`config.mk`:
```
export PLATFORM = sky130hd
export DESIGN_NAME = obstacle_aware_drive_command_core
export DESIGN_NICKNAME = d
export VERILOG_FILES = /design/src/design/odc_pkg.sv /design/src/design/obstacle_aware_drive_command_core.sv /design/src/design/odc_cfg_regs.sv /design/src/design/odc_step.sv
export SDC_FILE = /design/constraint.sdc
export NUM_CORES = 1
export LEC_CHECK = 0
export BUFFER_PORTS_ARGS = -buffer_cell sky130_fd_sc_hd__buf_2
export CAP_MARGIN = 20
export CORE_MARGIN = 5
export CORE_UTILIZATION = 40
export DETAILED_ROUTE_END_ITERATION = 6
export GPL_TIMING_DRIVEN = 0
export PLACE_DENSITY_LB_ADDON = 0.2
export SYNTH_ARGS = -nofsm -noshare
export SYNTH_HDL_FRONTEND = slang
export SYNTH_HIERARCHICAL = 1
export SYNTH_SLANG_ARGS = --single-unit
```
`constraint.sdc`:
```
create_clock -name clk -period 3.2 [get_ports clk]
set_clock_uncertainty 0.1 [all_clocks]
set_input_delay 0.32 -clock clk [delete_from_list [all_inputs] [get_ports clk]]
set_output_delay 0.32 -clock clk [all_outputs]
set_load 0.02 [all_outputs]
```
`src/design/odc_pkg.sv`:
```
// ----------------------------------------------------------------------------
// odc_pkg
// Types and constants shared by the obstacle-aware drive command block.
// ----------------------------------------------------------------------------
package odc_pkg;

    localparam int ADDR_W    = 5;
    localparam int S_TDATA_W = 72;
    localparam int M_TDATA_W = 16;
    localparam int CLEAR_W   = 10;
    localparam int DIST_W    = 16;

    // Drive commands
    typedef enum logic [3:0] {
        CMD_STOP     = 4'd0,
        CMD_SLOWDOWN = 4'd1,
        CMD_LEFT     = 4'd2,
        CMD_RIGHT    = 4'd3,
        CMD_NEUTRAL  = 4'd4,
        CMD_REVERSE  = 4'd5,
        CMD_FORWARD  = 4'd6,
        CMD_LIGHTS   = 4'd7,
        CMD_NONE     = 4'd8
    } cmd_t;

    typedef enum logic [1:0] {
        STEER_NEUTRAL = 2'd0,
        STEER_LEFT    = 2'd1,
        STEER_RIGHT   = 2'd2
    } steer_t;

    localparam logic [2:0] SPEED_STOP  = 3'd0;
    localparam logic [2:0] SPEED_ONE   = 3'd1;
    localparam logic [2:0] SPEED_TWO   = 3'd2;
    localparam logic [2:0] SPEED_THREE = 3'd3;
    localparam logic [2:0] SPEED_FOUR  = 3'd4;

    // Register indexes (byte address / 4)
    localparam logic [2:0] REG_NEAR_MIN   = 3'd0;
    localparam logic [2:0] REG_NEAR_MAX   = 3'd1;
    localparam logic [2:0] REG_BAND_ONE   = 3'd2;
    localparam logic [2:0] REG_BAND_TWO   = 3'd3;
    localparam logic [2:0] REG_BAND_THREE = 3'd4;
    localparam logic [2:0] REG_TURN_CLR   = 3'd5;
    localparam logic [2:0] REG_DODGE_CLR  = 3'd6;
    localparam logic [2:0] REG_REAR_CLR   = 3'd7;

    localparam logic [DIST_W-1:0]  NEAR_MIN_RST   = 16'd2;
    localparam logic [DIST_W-1:0]  NEAR_MAX_RST   = 16'd100;
    localparam logic [DIST_W-1:0]  BAND_ONE_RST   = 16'd300;
    localparam logic [DIST_W-1:0]  BAND_TWO_RST   = 16'd400;
    localparam logic [DIST_W-1:0]  BAND_THREE_RST = 16'd500;
    localparam logic [CLEAR_W-1:0] TURN_CLR_RST   = 10'd30;
    localparam logic [CLEAR_W-1:0] DODGE_CLR_RST  = 10'd50;
    localparam logic [CLEAR_W-1:0] REAR_CLR_RST   = 10'd50;

    typedef struct packed {
        logic [DIST_W-1:0] near_min;
        logic [DIST_W-1:0] near_max;
        logic [DIST_W-1:0] band_one;
        logic [DIST_W-1:0] band_two;
        logic [DIST_W-1:0] band_three;
    } band_cfg_t;

    typedef struct packed {
        logic              mode_valid;
        logic [3:0]        mode;
        logic [DIST_W-1:0] front_cm;
        logic [DIST_W-1:0] left_echo_ticks;
        logic [DIST_W-1:0] right_echo_ticks;
        logic [DIST_W-1:0] rear_echo_ticks;
    } item_t;

    typedef struct packed {
        logic [2:0] speed_level;
        logic       reverse_dir;
        logic [1:0] steer_pos;
        logic       motor_write;
        logic       steer_write;
        logic       lights_on;
    } result_t;

endpackage

```
`src/design/obstacle_aware_drive_command_core.sv`:
```
// ----------------------------------------------------------------------------
// obstacle_aware_drive_command_core
// Drive command loop: input register, one pass of decision logic, result
// register, loaded when the result stage is free. Throughput 1 word per
// cycle while m_tready does not stall the output; the decision logic sits
// between the two registers and the control state updates as each word
// moves to the output. Asynchronous active-low reset clears state, latches
// and valids; registers return to their documented defaults.
// ----------------------------------------------------------------------------
module obstacle_aware_drive_command_core
    import odc_pkg::*;
#(
    parameter int ECHO_DIVISOR = 116
)
(
    input  logic                  clk,
    input  logic                  rst_n,
    input  logic                  psel,
    input  logic                  penable,
    input  logic                  pwrite,
    input  logic [ADDR_W-1:0]     paddr,
    input  logic [31:0]           pwdata,
    output logic [31:0]           prdata,
    output logic                  pready,
    input  logic                  s_tvalid,
    output logic                  s_tready,
    // [3:0] mode, [19:4] front_cm, [35:20] left_echo_ticks,
    // [51:36] right_echo_ticks, [67:52] rear_echo_ticks, [71:68] zero
    input  logic [S_TDATA_W-1:0]  s_tdata,
    // [0] mode_valid
    input  logic                  s_tuser,
    output logic                  m_tvalid,
    input  logic                  m_tready,
    // [2:0] speed_level, [3] reverse_dir, [5:4] steer_pos, [6] motor_write,
    // [7] steer_write, [8] lights_on, [15:9] zero
    output logic [M_TDATA_W-1:0]  m_tdata
);

    localparam int DIV_EFF = (ECHO_DIVISOR == 0) ? 1 : ECHO_DIVISOR;
    localparam int DIV_W   = $clog2(DIV_EFF + 1);
    localparam int THR_W   = (CLEAR_W + 1 + DIV_W > DIST_W) ? CLEAR_W + 1 + DIV_W : DIST_W;

    band_cfg_t        band;
    logic [THR_W-1:0] turn_thr, dodge_thr, rear_thr;

    item_t   in_item;
    item_t   item_reg;
    logic    s1_valid_reg;
    result_t res;
    result_t res_reg;
    logic    out_valid_reg;
    logic    out_free;
    logic    advance;

    odc_cfg_regs #(
        .DIV_EFF (DIV_EFF),
        .THR_W   (THR_W)
    ) u_cfg (
        .clk       (clk),
        .rst_n     (rst_n),
        .psel      (psel),
        .penable   (penable),
        .pwrite    (pwrite),
        .paddr     (paddr),
        .pwdata    (pwdata),
        .prdata    (prdata),
        .band      (band),
        .turn_thr  (turn_thr),
        .dodge_thr (dodge_thr),
        .rear_thr  (rear_thr)
    );

    assign pready = 1'b1;

    assign in_item.mode_valid       = s_tuser;
    assign in_item.mode             = s_tdata[3:0];
    assign in_item.front_cm         = s_tdata[19:4];
    assign in_item.left_echo_ticks  = s_tdata[35:20];
    assign in_item.right_echo_ticks = s_tdata[51:36];
    assign in_item.rear_echo_ticks  = s_tdata[67:52];

    assign out_free = !out_valid_reg || m_tready;
    assign advance  = s1_valid_reg && out_free;
    assign s_tready = !s1_valid_reg || out_free;

    always_ff @(posedge clk or negedge rst_n)
    begin
        if (!rst_n)
        begin
            s1_valid_reg  <= 1'b0;
            out_valid_reg <= 1'b0;
        end
        else
        begin
            if (s_tready)
                s1_valid_reg <= s_tvalid;
            if (out_free)
                out_valid_reg <= s1_valid_reg;
        end
    end

    always_ff @(posedge clk)
    begin
        if (s_tvalid && s_tready)
            item_reg <= in_item;
        if (advance)
            res_reg <= res;
    end

    odc_step #(
        .THR_W (THR_W)
    ) u_step (
        .clk       (clk),
        .rst_n     (rst_n),
        .step_en   (advance),
        .item      (item_reg),
        .band      (band),
        .turn_thr  (turn_thr),
        .dodge_thr (dodge_thr),
        .rear_thr  (rear_thr),
        .res       (res)
    );

    assign m_tvalid = out_valid_reg;
    assign m_tdata  = {7'd0, res_reg.lights_on, res_reg.steer_write, res_reg.motor_write,
                       res_reg.steer_pos, res_reg.reverse_dir, res_reg.speed_level};

`ifndef NO_ASSERTIONS
    // lights latch never drops once shown
    a_lights_sticky: assert property (@(posedge clk) disable iff (!rst_n)
        out_valid_reg && res_reg.lights_on |=> res_reg.lights_on)
        else $error("lights latch dropped");

    // a word in the input stage waits until the result stage frees up
    a_stage_hold: assert property (@(posedge clk) disable iff (!rst_n)
        s1_valid_reg && !out_free |=> s1_valid_reg && $stable(item_reg))
        else $error("input stage word lost");

    a_speed_range: assert property (@(posedge clk) disable iff (!rst_n)
        out_valid_reg |-> res_reg.speed_level <= SPEED_FOUR)
        else $error("speed level out of range");
`endif

endmodule

```
`src/design/odc_cfg_regs.sv`:
```
// ----------------------------------------------------------------------------
// odc_cfg_regs
// APB register file for distance bands and clearances. Echo-tick thresholds
// are worked out at write time so the datapath needs no divider.
// ----------------------------------------------------------------------------
module odc_cfg_regs
    import odc_pkg::*;
#(
    parameter int DIV_EFF = 116,
    parameter int THR_W   = 18
)
(
    input  logic                  clk,
    input  logic                  rst_n,
    input  logic                  psel,
    input  logic                  penable,
    input  logic                  pwrite,
    input  logic [ADDR_W-1:0]     paddr,
    input  logic [31:0]           pwdata,
    output logic [31:0]           prdata,
    output band_cfg_t             band,
    output logic [THR_W-1:0]      turn_thr,
    output logic [THR_W-1:0]      dodge_thr,
    output logic [THR_W-1:0]      rear_thr
);

    // floor(ticks / D) > c  <=>  ticks >= (c + 1) * D
    localparam logic [THR_W-1:0] DIV_C      = THR_W'(DIV_EFF);
    localparam logic [THR_W-1:0] TURN_RST_T = THR_W'((int'(TURN_CLR_RST) + 1) * DIV_EFF);
    localparam logic [THR_W-1:0] DODGE_RST_T = THR_W'((int'(DODGE_CLR_RST) + 1) * DIV_EFF);
    localparam logic [THR_W-1:0] REAR_RST_T = THR_W'((int'(REAR_CLR_RST) + 1) * DIV_EFF);

    band_cfg_t          band_reg;
    logic [CLEAR_W-1:0] turn_clr_reg;
    logic [CLEAR_W-1:0] dodge_clr_reg;
    logic [CLEAR_W-1:0] rear_clr_reg;
    logic [THR_W-1:0]   turn_thr_reg;
    logic [THR_W-1:0]   dodge_thr_reg;
    logic [THR_W-1:0]   rear_thr_reg;
    logic               wr_en;
    logic [2:0]         reg_idx;
    logic [THR_W-1:0]   wr_thr;

    assign wr_en   = psel & penable & pwrite;
    assign reg_idx = paddr[4:2];
    assign wr_thr  = (THR_W'(pwdata[CLEAR_W-1:0]) + THR_W'(1)) * DIV_C;

    always_ff @(posedge clk or negedge rst_n)
    begin
        if (!rst_n)
        begin
            band_reg.near_min   <= NEAR_MIN_RST;
            band_reg.near_max   <= NEAR_MAX_RST;
            band_reg.band_one   <= BAND_ONE_RST;
            band_reg.band_two   <= BAND_TWO_RST;
            band_reg.band_three <= BAND_THREE_RST;
            turn_clr_reg        <= TURN_CLR_RST;
            dodge_clr_reg       <= DODGE_CLR_RST;
            rear_clr_reg        <= REAR_CLR_RST;
            turn_thr_reg        <= TURN_RST_T;
            dodge_thr_reg       <= DODGE_RST_T;
            rear_thr_reg        <= REAR_RST_T;
        end
        else if (wr_en)
        begin
            case (reg_idx)
                REG_NEAR_MIN:   band_reg.near_min   <= pwdata[DIST_W-1:0];
                REG_NEAR_MAX:   band_reg.near_max   <= pwdata[DIST_W-1:0];
                REG_BAND_ONE:   band_reg.band_one   <= pwdata[DIST_W-1:0];
                REG_BAND_TWO:   band_reg.band_two   <= pwdata[DIST_W-1:0];
                REG_BAND_THREE: band_reg.band_three <= pwdata[DIST_W-1:0];
                REG_TURN_CLR:
                begin
                    turn_clr_reg <= pwdata[CLEAR_W-1:0];
                    turn_thr_reg <= wr_thr;
                end
                REG_DODGE_CLR:
                begin
                    dodge_clr_reg <= pwdata[CLEAR_W-1:0];
                    dodge_thr_reg <= wr_thr;
                end
                REG_REAR_CLR:
                begin
                    rear_clr_reg <= pwdata[CLEAR_W-1:0];
                    rear_thr_reg <= wr_thr;
                end
                default: ;
            endcase
        end
    end

    always_comb
    begin
        case (reg_idx)
            REG_NEAR_MIN:   prdata = 32'(band_reg.near_min);
            REG_NEAR_MAX:   prdata = 32'(band_reg.near_max);
            REG_BAND_ONE:   prdata = 32'(band_reg.band_one);
            REG_BAND_TWO:   prdata = 32'(band_reg.band_two);
            REG_BAND_THREE: prdata = 32'(band_reg.band_three);
            REG_TURN_CLR:   prdata = 32'(turn_clr_reg);
            REG_DODGE_CLR:  prdata = 32'(dodge_clr_reg);
            REG_REAR_CLR:   prdata = 32'(rear_clr_reg);
            default:        prdata = 32'd0;
        endcase
    end

    assign band      = band_reg;
    assign turn_thr  = turn_thr_reg;
    assign dodge_thr = dodge_thr_reg;
    assign rear_thr  = rear_thr_reg;

endmodule

```
`src/design/odc_step.sv`:
```
// ----------------------------------------------------------------------------
// odc_step
// Control state and the decision logic of one loop pass. State is updated
// when step_en is high; res is the result of the pass in flight.
// ----------------------------------------------------------------------------
module odc_step
    import odc_pkg::*;
#(
    parameter int THR_W = 18
)
(
    input  logic             clk,
    input  logic             rst_n,
    input  logic             step_en,
    input  item_t            item,
    input  band_cfg_t        band,
    input  logic [THR_W-1:0] turn_thr,
    input  logic [THR_W-1:0] dodge_thr,
    input  logic [THR_W-1:0] rear_thr,
    output result_t          res
);

    cmd_t       held_reg,   held_next;
    steer_t     steer_reg,  steer_next;
    logic [2:0] speed_reg,  speed_next;
    logic       dir_reg,    dir_next;
    logic       stop_reg,   stop_next;
    logic       lights_reg, lights_next;

    cmd_t             cmd;
    logic [THR_W-1:0] left_t, right_t, rear_t;
    logic             near;
    logic             left_turn_ok, right_turn_ok, left_dodge_ok, right_dodge_ok;
    logic             rear_clear, side_ok;
    logic             mw;

    assign cmd    = item.mode_valid ? cmd_t'(item.mode) : held_reg;
    assign left_t = THR_W'(item.left_echo_ticks);
    assign right_t = THR_W'(item.right_echo_ticks);
    assign rear_t = THR_W'(item.rear_echo_ticks);

    assign near = (item.front_cm >= band.near_min) && (item.front_cm <= band.near_max);
    assign left_turn_ok   = left_t  >= turn_thr;
    assign right_turn_ok  = right_t >= turn_thr;
    assign left_dodge_ok  = left_t  >= dodge_thr;
    assign right_dodge_ok = right_t >= dodge_thr;
    assign rear_clear     = rear_t  >= rear_thr;
    assign side_ok        = (cmd == CMD_LEFT) ? left_turn_ok : right_turn_ok;

    always_comb
    begin
        held_next   = cmd;
        steer_next  = steer_reg;
        speed_next  = speed_reg;
        dir_next    = dir_reg;
        stop_next   = stop_reg;
        lights_next = lights_reg;
        mw          = 1'b0;
        case (cmd)
            CMD_STOP:
            begin
                if (!stop_reg)
                begin
                    if (rear_clear)
                    begin
                        speed_next = SPEED_STOP;
                        stop_next  = 1'b1;
                    end
                    else
                    begin
                        speed_next = SPEED_ONE;
                    end
                    dir_next = 1'b0;
                    mw       = 1'b1;
                end
            end
            CMD_SLOWDOWN:
            begin
                if (item.front_cm > band.near_max && item.front_cm < band.band_one)
                    speed_next = SPEED_ONE;
                else if (near)
                    speed_next = SPEED_STOP;
                else
                    speed_next = SPEED_TWO;
                dir_next = 1'b0;
                mw       = 1'b1;
            end
            CMD_LEFT, CMD_RIGHT:
            begin
                if (side_ok)
                begin
                    steer_next = (cmd == CMD_LEFT) ? STEER_LEFT : STEER_RIGHT;
                    speed_next = near ? SPEED_STOP : SPEED_TWO;
                end
                else
                begin
                    steer_next = STEER_NEUTRAL;
                    speed_next = near ? SPEED_STOP : SPEED_ONE;
                end
                dir_next = 1'b0;
                mw       = 1'b1;
            end
            CMD_NEUTRAL:
            begin
                // straightening out hands over to forward driving
                if (steer_reg != STEER_NEUTRAL)
                begin
                    steer_next = STEER_NEUTRAL;
                    held_next  = CMD_FORWARD;
                end
            end
            CMD_REVERSE:
            begin
                speed_next = rear_clear ? SPEED_ONE : SPEED_STOP;
                dir_next   = 1'b1;
                mw         = 1'b1;
            end
            CMD_FORWARD:
            begin
                stop_next = 1'b0;
                if (near)
                begin
                    if (left_dodge_ok)
                    begin
                        steer_next = STEER_LEFT;
                        speed_next = SPEED_ONE;
                    end
                    else if (right_dodge_ok)
                    begin
                        steer_next = STEER_RIGHT;
                        speed_next = SPEED_ONE;
                    end
                    else
                    begin
                        steer_next = STEER_NEUTRAL;
                        speed_next = SPEED_STOP;
                    end
                end
                else
                begin
                    steer_next = STEER_NEUTRAL;
                    if (item.front_cm > band.near_max && item.front_cm <= band.band_one)
                        speed_next = SPEED_ONE;
                    else if (item.front_cm > band.band_one && item.front_cm <= band.band_two)
                        speed_next = SPEED_TWO;
                    else if (item.front_cm > band.band_two
                             && item.front_cm <= band.band_three)
                        speed_next = SPEED_THREE;
                    else
                        speed_next = SPEED_FOUR;
                end
                dir_next = 1'b0;
                mw       = 1'b1;
            end
            CMD_LIGHTS:
            begin
                lights_next = 1'b1;
            end
            default: ;
        endcase
    end

    always_ff @(posedge clk or negedge rst_n)
    begin
        if (!rst_n)
        begin
            held_reg   <= CMD_NONE;
            steer_reg  <= STEER_NEUTRAL;
            speed_reg  <= SPEED_STOP;
            dir_reg    <= 1'b0;
            stop_reg   <= 1'b0;
            lights_reg <= 1'b0;
        end
        else if (step_en)
        begin
            held_reg   <= held_next;
            steer_reg  <= steer_next;
            speed_reg  <= speed_next;
            dir_reg    <= dir_next;
            stop_reg   <= stop_next;
            lights_reg <= lights_next;
        end
    end

    assign res.speed_level = speed_next;
    assign res.reverse_dir = dir_next;
    assign res.steer_pos   = steer_next;
    assign res.motor_write = mw;
    assign res.steer_write = (steer_next != steer_reg);
    assign res.lights_on   = lights_next;

endmodule
```
=== Yosys cells after proc, flatten, opt, wreduce, memory -nomap -nowiden ===
Cells that the tools add are included.

* Flip-flop bits (word level): 250
* Input port bits: 117
* Output and inout port bits: 51
* Logic and storage cells: 125

* Add/sub/neg operators: 1
* Multipliers: 1
* $lt $le $gt $ge: 14
* Eq/ne operators: 15
* Mux-type cells: 34
* Bitwise gates (word level): 2
* Reduce and logical (&&, ||, !) cells: 27

{| class="wikitable"
|+ Operator list
! operator !! number
|-
| 32-bit one-hot mux with 8 select lines || 1
|-
| 16-bit by 18-bit greater-or-equal comparator with 1-bit output || 5
|-
| 16-bit <= comparator || 4
|-
| 16-bit greater-than comparator || 3
|-
| 3-bit 2-to-1 mux || 8
|-
| 18-bit by 5-bit multiplier with 16-bit output, second input constant || 1
|-
| 2-bit AND reduction || 9
|-
| 4-bit by 3-bit equality test with 1-bit output, second input constant || 4
|-
| 16-bit greater-or-equal comparator || 1
|-
| 16-bit less-than comparator || 1
|-
| 3-bit one-hot mux with 5 select lines || 1
|-
| 2-bit 2-to-1 mux || 7
|-
| 3-bit equality test, second input constant || 4
|-
| 4-bit 2-to-1 mux || 3
|-
| 10-bit by 1-bit adder with 11-bit output, second input constant || 1
|-
| 1-bit 2-to-1 mux || 10
|-
| 4-bit by 2-bit equality test with 1-bit output, second input constant || 2
|-
| 1-bit logical AND || 7
|-
| 3-bit by 2-bit equality test with 1-bit output, second input constant || 2
|-
| 2-bit one-hot mux with 3 select lines || 1
|-
| 5-bit OR reduction || 1
|-
| 4-bit by 1-bit equality test with 1-bit output, second input constant || 1
|-
| 4-bit logical NOT || 1
|-
| 1-bit one-hot mux with 2 select lines || 2
|-
| other kinds (10) || 14
|}

=== Depth between registers and ports, before layout ===
Gate-level depths: netlist of the first run.

* Depth in word-level cells: 7
* Mapped depth: 17
* Mapped depth without buffers: 15

=== Hierarchy ===
The synthesis of the first run kept the hierarchy.

{| class="wikitable"
|+ Modules (own cells, without submodules)
! module !! times used !! cells an instance !! area an instance (µm²) !! sequential area each (µm²)
|-
| odc_cfg_regs || 1 || 873 || 8822.2 || 4011.3
|-
| odc_step || 1 || 639 || 4895.9 || 301.5
|-
| obstacle_aware_drive_command_core || 1 || 96 || 2513.7 || 2392.3
|}

=== Least setup slack after synthesis of the first run ===
No wires, ideal clock.

* Kind: input-to-reg
* Start point: in pwdata[0]
* End point: reg u_cfg.dodge_thr_reg[16] (netlist: u_cfg/dodge_thr[16])
* Setup time: 0.127 ns
* Data arrival time: 3.776 ns
* Data required time: 2.973 ns
* Setup slack: -0.804 ns
* Stages: 15
* Buffers on the path: 1
* Path through: ha_1 > and3_1 > nand3_1 > xor2_1 > inv_1 > fa_1 > ha_1 > fa_1 > ha_1 > clkbuf_1 > a21o_1 > a31oi_1 > nor3_1 > a21oi_1 > nand3_1

* Longest elaborated chain between the ends: 2

{| class="wikitable"
|+ RTL lines
! what !! RTL line !! text
|-
| start, declared || obstacle_aware_drive_command_core.sv:22 || <nowiki>input logic [31:0] pwdata,</nowiki>
|-
| 10-bit by 1-bit adder with 11-bit output || odc_cfg_regs.sv:46 || <nowiki>assign wr_thr = (THR_W'(pwdata[CLEAR_W-1:0]) + THR_W'(1)) * DIV_C;</nowiki>
|-
| 18-bit by 5-bit multiplier with 16-bit output || odc_cfg_regs.sv:46 ||
|-
| end signal, assigned || odc_cfg_regs.sv:80 || <nowiki>dodge_thr_reg <= wr_thr;</nowiki>
|-
| end, declared || odc_cfg_regs.sv:38 || <nowiki>logic [THR_W-1:0] dodge_thr_reg;</nowiki>
|}

Every way passes these cells.
A chain may end at the register's enable or synchronous reset.

=== Worst setup path after layout of the first run ===
* Start point: in pwdata[1]
* End point: reg u_cfg.turn_thr_reg[12] (netlist: u_cfg/turn_thr[12])

* Longest elaborated chain between the ends: 2

{| class="wikitable"
|+ RTL lines
! what !! RTL line !! text
|-
| 10-bit by 1-bit adder with 11-bit output || odc_cfg_regs.sv:46 ||
|-
| 18-bit by 5-bit multiplier with 16-bit output || odc_cfg_regs.sv:46 ||
|-
| end signal, assigned || odc_cfg_regs.sv:75 || <nowiki>turn_thr_reg <= wr_thr;</nowiki>
|-
| end, declared || odc_cfg_regs.sv:37 || <nowiki>logic [THR_W-1:0] turn_thr_reg;</nowiki>
|}

Every way passes these cells.

==> qor.yml, run 1 <==
end_kind: "flip-flop"
ant_nets: 0
min_from: "pwdata[3]"
core_mm2: 0.0399
htreeDepth: 2
synth.distinct_cells: 86
hold_violations: 0
drv_slew: 0
die_w_um: 211
cts_tree: "done"
synth_edf_count: 78
synth_top_area_cell: "dfrtp_1"
antenna_found_initial: 0
netlist_instances: 1608
clock_path_buffers: 3
r2r_slack_ns: -0.02
synthTopCellsByArea: "dfrtp_1, ha_1, edfxtp_1"
rows: 73
fin_cells: 2473
drive_above_1_share: 0.275
drt-wirelength-per-cell_um: 19.4
tns_ns: -0.149
crit_arrival_ns: 3.53
root_buffer: "clkbuf_16"
rr_endpoint: "m_tdata[7]$_DFFE_PP_"
synth_top_area_share: 0.193
gp_congestion: 0.874
wl_um: 47900
synth_ff_type: "dfrtp_1"
critical_path.most_common_cell: "ha_4"
path_clk_slew_ns: 0.05
wl_met2_um: 22700
p_leak_nw: 9.44
port_buffers: 118
reg2reg_from: "item_reg[57]$_DFFE_PP_"
violations: "setup timing"
cpMaxStageDelayCell: "fa_1"
min_to: "u_cfg/turn_clr_reg[3]$_DFFE_PN1P_"
max_freq_mhz: 309
vias: 13000
maxCapViolCount: 0
cp.required_ns: 3.49
setup_violations: 7
dieArea_mm2: 0.0447
grt_pass1_vias: 13200
finalNetCount: 2244
cp_cell_sequence: "buf_12 > ha_4 > nand3_4 > xnor2_4 > xor2_1 > xnor2_1 > ha_1 > inv_1 > fa_1 > inv_2 > ha_4 > a21o_1 > a31oi_1 > o31a_1 > xor2_2 > o21ai_1"
numCtsBuffers: 34
wl_met1_um: 21700
top_layer_used: "met4"
die_h_um: 211
async_reset_ff_frac: 0.688
synth-seq-cells: 250
ff2ff_path_depth: 9
power_mw: 13.3
crit_buf_inv: 3
dp.cells: 2279
place.detailed.hpwl_um: 34800
dr.pass1.iters: 5
critPathKind: "in -> reg"
ys_seq_area_frac: 0.413
postLayoutSetupSlackWorst_ns: -0.0392
ir_drop_v: 0.000295
routed_via_density: 5.27
min_path_cells: 4
worstMarginPinSlew_ns: 0.980
drc: 0
ys_warn_count: 6
cts_sinks: 250
syn_area_per_cell_um2: 10.1
layout-area-overhead-vs-synth_pct: 28.3
grt_max_degree: 89
clk-insertion-delay-late_ns: 0.53
synth_most_common_cell: "nand2_1"
rsz0062_at_grt: "true"
grt_overflow_total: 0
max_stage_delay_ns: 0.54
antenna_cells: 0
slew_headroom: 0.346
io_pins: 168
met3_length_um: 2270
start_util: 0.407
dr.first_iter.drc_count: 801
critPathLaunchType: "primary input"
critPathTopFamily: "adder cells"
synth_commonest_cells: "nand2_1, ha_1, inv_1"
grt_pass1_wl_um: 74000
post-route-min-period_ns: 3.24
cp_max_fo: 5
hold_path.class: "in -> reg"
grtUsageTotal: 0.210
syn_area_mm2: 0.0162
powerDensity_mw_per_mm2: 638
outcome: "finished, violations left"
largest_reg_flops: 80
fin_crit_sh: 1.01
[cell families after synthesis]
| logic type | share of synthesized area |
|---|---|
| xor+xnor | 0.0171 |
| flops | 0.413 |
| buf+inv | 0.0700 |
| other cells | 0.000694 |
| fa+ha+maj | 0.164 |
| compound gates | 0.127 |
| mux | 0.0797 |
| simple gates | 0.128 |
[power breakdown]
part / total, mW / internal, mW / leakage, nW / switching, mW
Clock: 3.73 / 2.30 / 0.544 / 1.44
Combinational: 5.02 / 2.24 / 6.06 / 2.78
Sequential: 4.53 / 4.07 / 2.84 / 0.457
[through the flow]
step | area [um2] | hold slack (ns) | setup WS (ns) | util
6_report | 20800 | 0.165 | -0.0392 | 0.522
5_1_grt | 20800 | 0.166 | -0.169 | 0.522
4_1_cts | 20400 | 0.0911 | -0.0213 | 0.512
3_5_place_dp | 17900 | 0.287 | -1.27 | 0.450
3_3_place_gp | 17900 | 0.348 | -1.25 | 0.449
2_1_floorplan | 16700 | -0.0756 | -0.373 | -
[layout make-up]
type	instances	area (um2)
sequential	250	6710
tap	525	657
multi-input combinational	1133	9210
timing repair buffer	252	1910
fill	3562	19100
buffer	88	608
inverter	163	616
clock buffer	57	1080
clock inverter	5	31.3
[cell usage in the layout (no fill, tap or decap), types with 22 or more instances in the layout]
cell / synthesis / routed
edfxtp_1: 78 / 78
dfstp_2: 47 / 47
mux2i_1: 22 / 22
a21o_1: 31 / 30
nand4_1: 34 / 34
buf_4: 40 / 91
nand2_1: 214 / 210
o21ai_0: 75 / 59
a21oi_1: 80 / 75
buf_2: 23 / 132
clkbuf_1: 24 / 24
clkbuf_16: 0 / 38
dfrtp_1: 125 / 125
mux2_2: 73 / 73
nand3_1: 30 / 26
ha_1: 196 / 179
conb_1: 3 / 30
dlygate4sd3_1: 0 / 79
nor2_1: 66 / 62
inv_1: 162 / 153
[worst max path at each step]
stage	to	slack (ns)	start	cells past startpoint
finish	u_cfg/turn_thr[12]$_DFFE_PN0P_	-0.04	pwdata[1]	16
global route	u_cfg/rear_thr[17]$_DFFE_PN0P_	-0.17	pwdata[1]	17
CTS	u_cfg/dodge_thr[16]$_DFFE_PN0P_	-0.02	pwdata[3]	18
detailed placement	u_cfg/dodge_thr[15]$_DFFE_PN0P_	-1.27	pwdata[8]	13
global placement	u_cfg/dodge_thr[15]$_DFFE_PN0P_	-1.25	pwdata[9]	13
floorplan	u_cfg/rear_thr[14]$_DFFE_PN0P_	-0.37	pwdata[3]	14
[metal layers]
layer  global-route usage  vias to the layer above
met4               0.0669                        0
met2                0.343                      330
li1                     -                     6288
met1                0.292                     6329
met5                    0                        -
met3               0.0261                       83
[timing repair]
action,in CTS,in global routing
hold endpoints to repair,167,0
pin swaps,34,49
endpoints found under the setup margin,29,24
setup buffers,33,21
hold buffers,79,0
gates cloned,1,0
resized for setup,71,57
[worst register-to-register path, cell delays in order, from the launching register on]
cell	delay (ns)
edfxtp_1	0.50
ha_1	0.31
and3_1	0.19
a221o_1	0.39
a221o_1	0.39
o31ai_4	0.13
nand3_4	0.11
o41a_1	0.53
a2bb2oi_1	0.20
o21ai_1	0.09
Power figures use the tool's default switching activity.
==> run 2, diff against run 1 <==
--- a/config.mk
+++ b/config.mk
@@ -10,6 +10,7 @@
 export CORE_MARGIN = 5
 export CORE_UTILIZATION = 40
 export DETAILED_ROUTE_END_ITERATION = 6
+export GPL_ROUTABILITY_DRIVEN = 0
 export GPL_TIMING_DRIVEN = 0
 export PLACE_DENSITY_LB_ADDON = 0.2
 export SYNTH_ARGS = -nofsm -noshare
==> constraint.sdc (replaced) <==
create_clock -name clk -period 3.2 [get_ports clk]
set_clock_uncertainty 0.1 [all_clocks]
set_input_delay 0.16 -clock clk [delete_from_list [all_inputs] [get_ports clk]]
set_output_delay 0.16 -clock clk [all_outputs]
set_load 0.02 [all_outputs]
==> run 2 against run 1 <==
Net effect: the run now ends clean; critical path depth is 1 lower; flip-flop and latch count is the same; core utilization down 1.0 points; hold slack got worse by 0.14 ns; final area decreased by 1.9%; combinational power decreased by 4.2%; total power decreased by 4.2%; final cell count is 0.69% lower; critical path type unchanged.
==> qor.yml, run 2 (synthesis results as in run 1) <==
rsz0062_at_grt: "true"
outcome: "completed"
largest_reg_flops: 80
min_from: "pwdata[2]"
grtUsageTotal: 0.209
critPathLaunchType: "primary input"
cp_max_fo: 6
max_stage_delay_ns: 0.56
cts_tree: "done"
cts_sinks: 250
antenna_cells: 0
power_mw: 12.7
fin_util: 0.512
rows: 73
end_kind: "flip-flop"
wl_um: 47800
port_buffers: 118
clk-insertion-delay-late_ns: 0.56
slew_headroom: 0.307
worstMarginPinSlew_ns: 1.04
hold_path.class: "in -> reg"
place.detailed.hpwl_um: 34700
cpMaxStageDelayCell: "fa_1"
cp.required_ns: 3.52
grt_pass1_wl_um: 74100
critical_path.most_common_cell: "ha_4"
reg2reg_from: "item_reg[59]$_DFFE_PP_"
post-route-min-period_ns: 3.13
die_h_um: 211
numCtsBuffers: 29
routed_via_density: 5.27
htreeDepth: 1
final_cell_mix: "nand2_1, ha_1, inv_1, buf_2, dfrtp_1"
antenna_found_initial: 0
critPathKind: "in -> reg"
crit_path_start: "pwdata[4]"
grt_max_degree: 112
final_common_cell: "nand2_1"
crit_arrival_ns: 3.45
clock_path_buffers: 3
dieArea_mm2: 0.0447
start_util: 0.407
grt_pass1_vias: 13200
drc: 0
die_w_um: 211
path_clk_slew_ns: 0.06
drv_slew: 0
core_mm2: 0.0399
ant_nets: 0
dr.pass1.iters: 5
tns_ns: 0
final_area_mm2: 0.0204
root_buffer: "clkbuf_16"
drt-wirelength-per-cell_um: 19.5
powerDensity_mw_per_mm2: 623
grt_overflow_total: 0
io_pins: 168
postPlaceCellArea_mm2: 0.0179
p_leak_nw: 9.28
ir_drop_v: 0.000349
maxCapViolCount: 0
finalNetCount: 2231
vias: 12900
fin_crit_sh: 0.978
drive_above_1_share: 0.254
hold_violations: 0
setup_violations: 0
cp_cell_sequence: "buf_2 > buf_8 > nand3_4 > nor3_4 > xnor2_4 > inv_2 > fa_1 > ha_4 > fa_2 > ha_4 > a21oi_4 > o21ai_2 > a31oi_2 > xor2_2 > o21ai_1"
dr.first_iter.drc_count: 729
max_freq_mhz: 320
layout-area-overhead-vs-synth_pct: 25.8
## run 2: power by group
part | internal (mW) | switching [mW] | leakage [nW]
Combinational | 2.09 | 2.73 | 5.97
Sequential | 4.07 | 0.445 | 2.84
Clock | 2.04 | 1.36 | 0.470
## run 2: path summary, 6_finish.rpt
kind                            cells after the start                                 end  slack, ns
min in group asynchronous                           2  u_cfg/dodge_clr_reg[7]$_DFFE_PN0P_       0.03
max in group asynchronous                           3      u_cfg/rear_thr[15]$_DFFE_PN0P_       2.00
worst max register to register                     10                m_tdata[0]$_DFFE_PP_       0.07
worst min-delay path                                4   u_cfg/turn_clr_reg[2]$_DFFE_PN1P_       0.02
worst max-delay path                               15     u_cfg/dodge_thr[15]$_DFFE_PN0P_       0.07
worst min register to register                      2   u_cfg/rear_clr_reg[1]$_DFFE_PN1P_       0.36
## run 2: critical path: cells and delay by family
kind            cells  cell delay [ns]
compound gates      4             0.55
fa+ha+maj           4             1.57
xor+xnor            2             0.49
simple gates        2             0.37
buf+inv             3             0.30
## run 2: layer usage
layer / routed length (um) / global-route usage / vias to the layer above / part of all wire
met2: 22600 / 0.352 / 332 / 0.47
met3: 2280 / 0.0224 / 61 / 0.048
met5: 0 / 0 / - / 0
met4: 1020 / 0.0529 / 0 / 0.021
met1: 21900 / 0.291 / 6319 / 0.46
li1: - / - / 6235 / -
## run 2: timing repair
action | 4_1_cts | 5_1_grt
hold endpoints to repair | 207 | 1
cloned | 0 | 1
setup endpoints to repair | 30 | 26
setup buffers | 20 | 16
hold buffers | 87 | 1
gates resized for setup | 37 | 58
pin swaps | 15 | 35
## run 2: layout make-up
cell class	instances	area [um2]
multi-input combinational	1133	9080
clock inverter	12	140
sequential	250	6710
buffer	89	589
inverter	163	616
fill	3621	19500
tap	525	657
clock buffer	41	832
timing repair buffer	243	1800
## run 2: metrics by stage
step           hold WS, ns  std cells  setup WS (ns)
2_1_floorplan       -0.236       1635         -0.215
3_3_place_gp         0.237       2278          -1.15
3_5_place_dp        0.0399       2279          -1.17
4_1_cts           0.000982       2439        0.00249
5_1_grt             0.0244       2456        -0.0193
6_report            0.0208       2456         0.0716
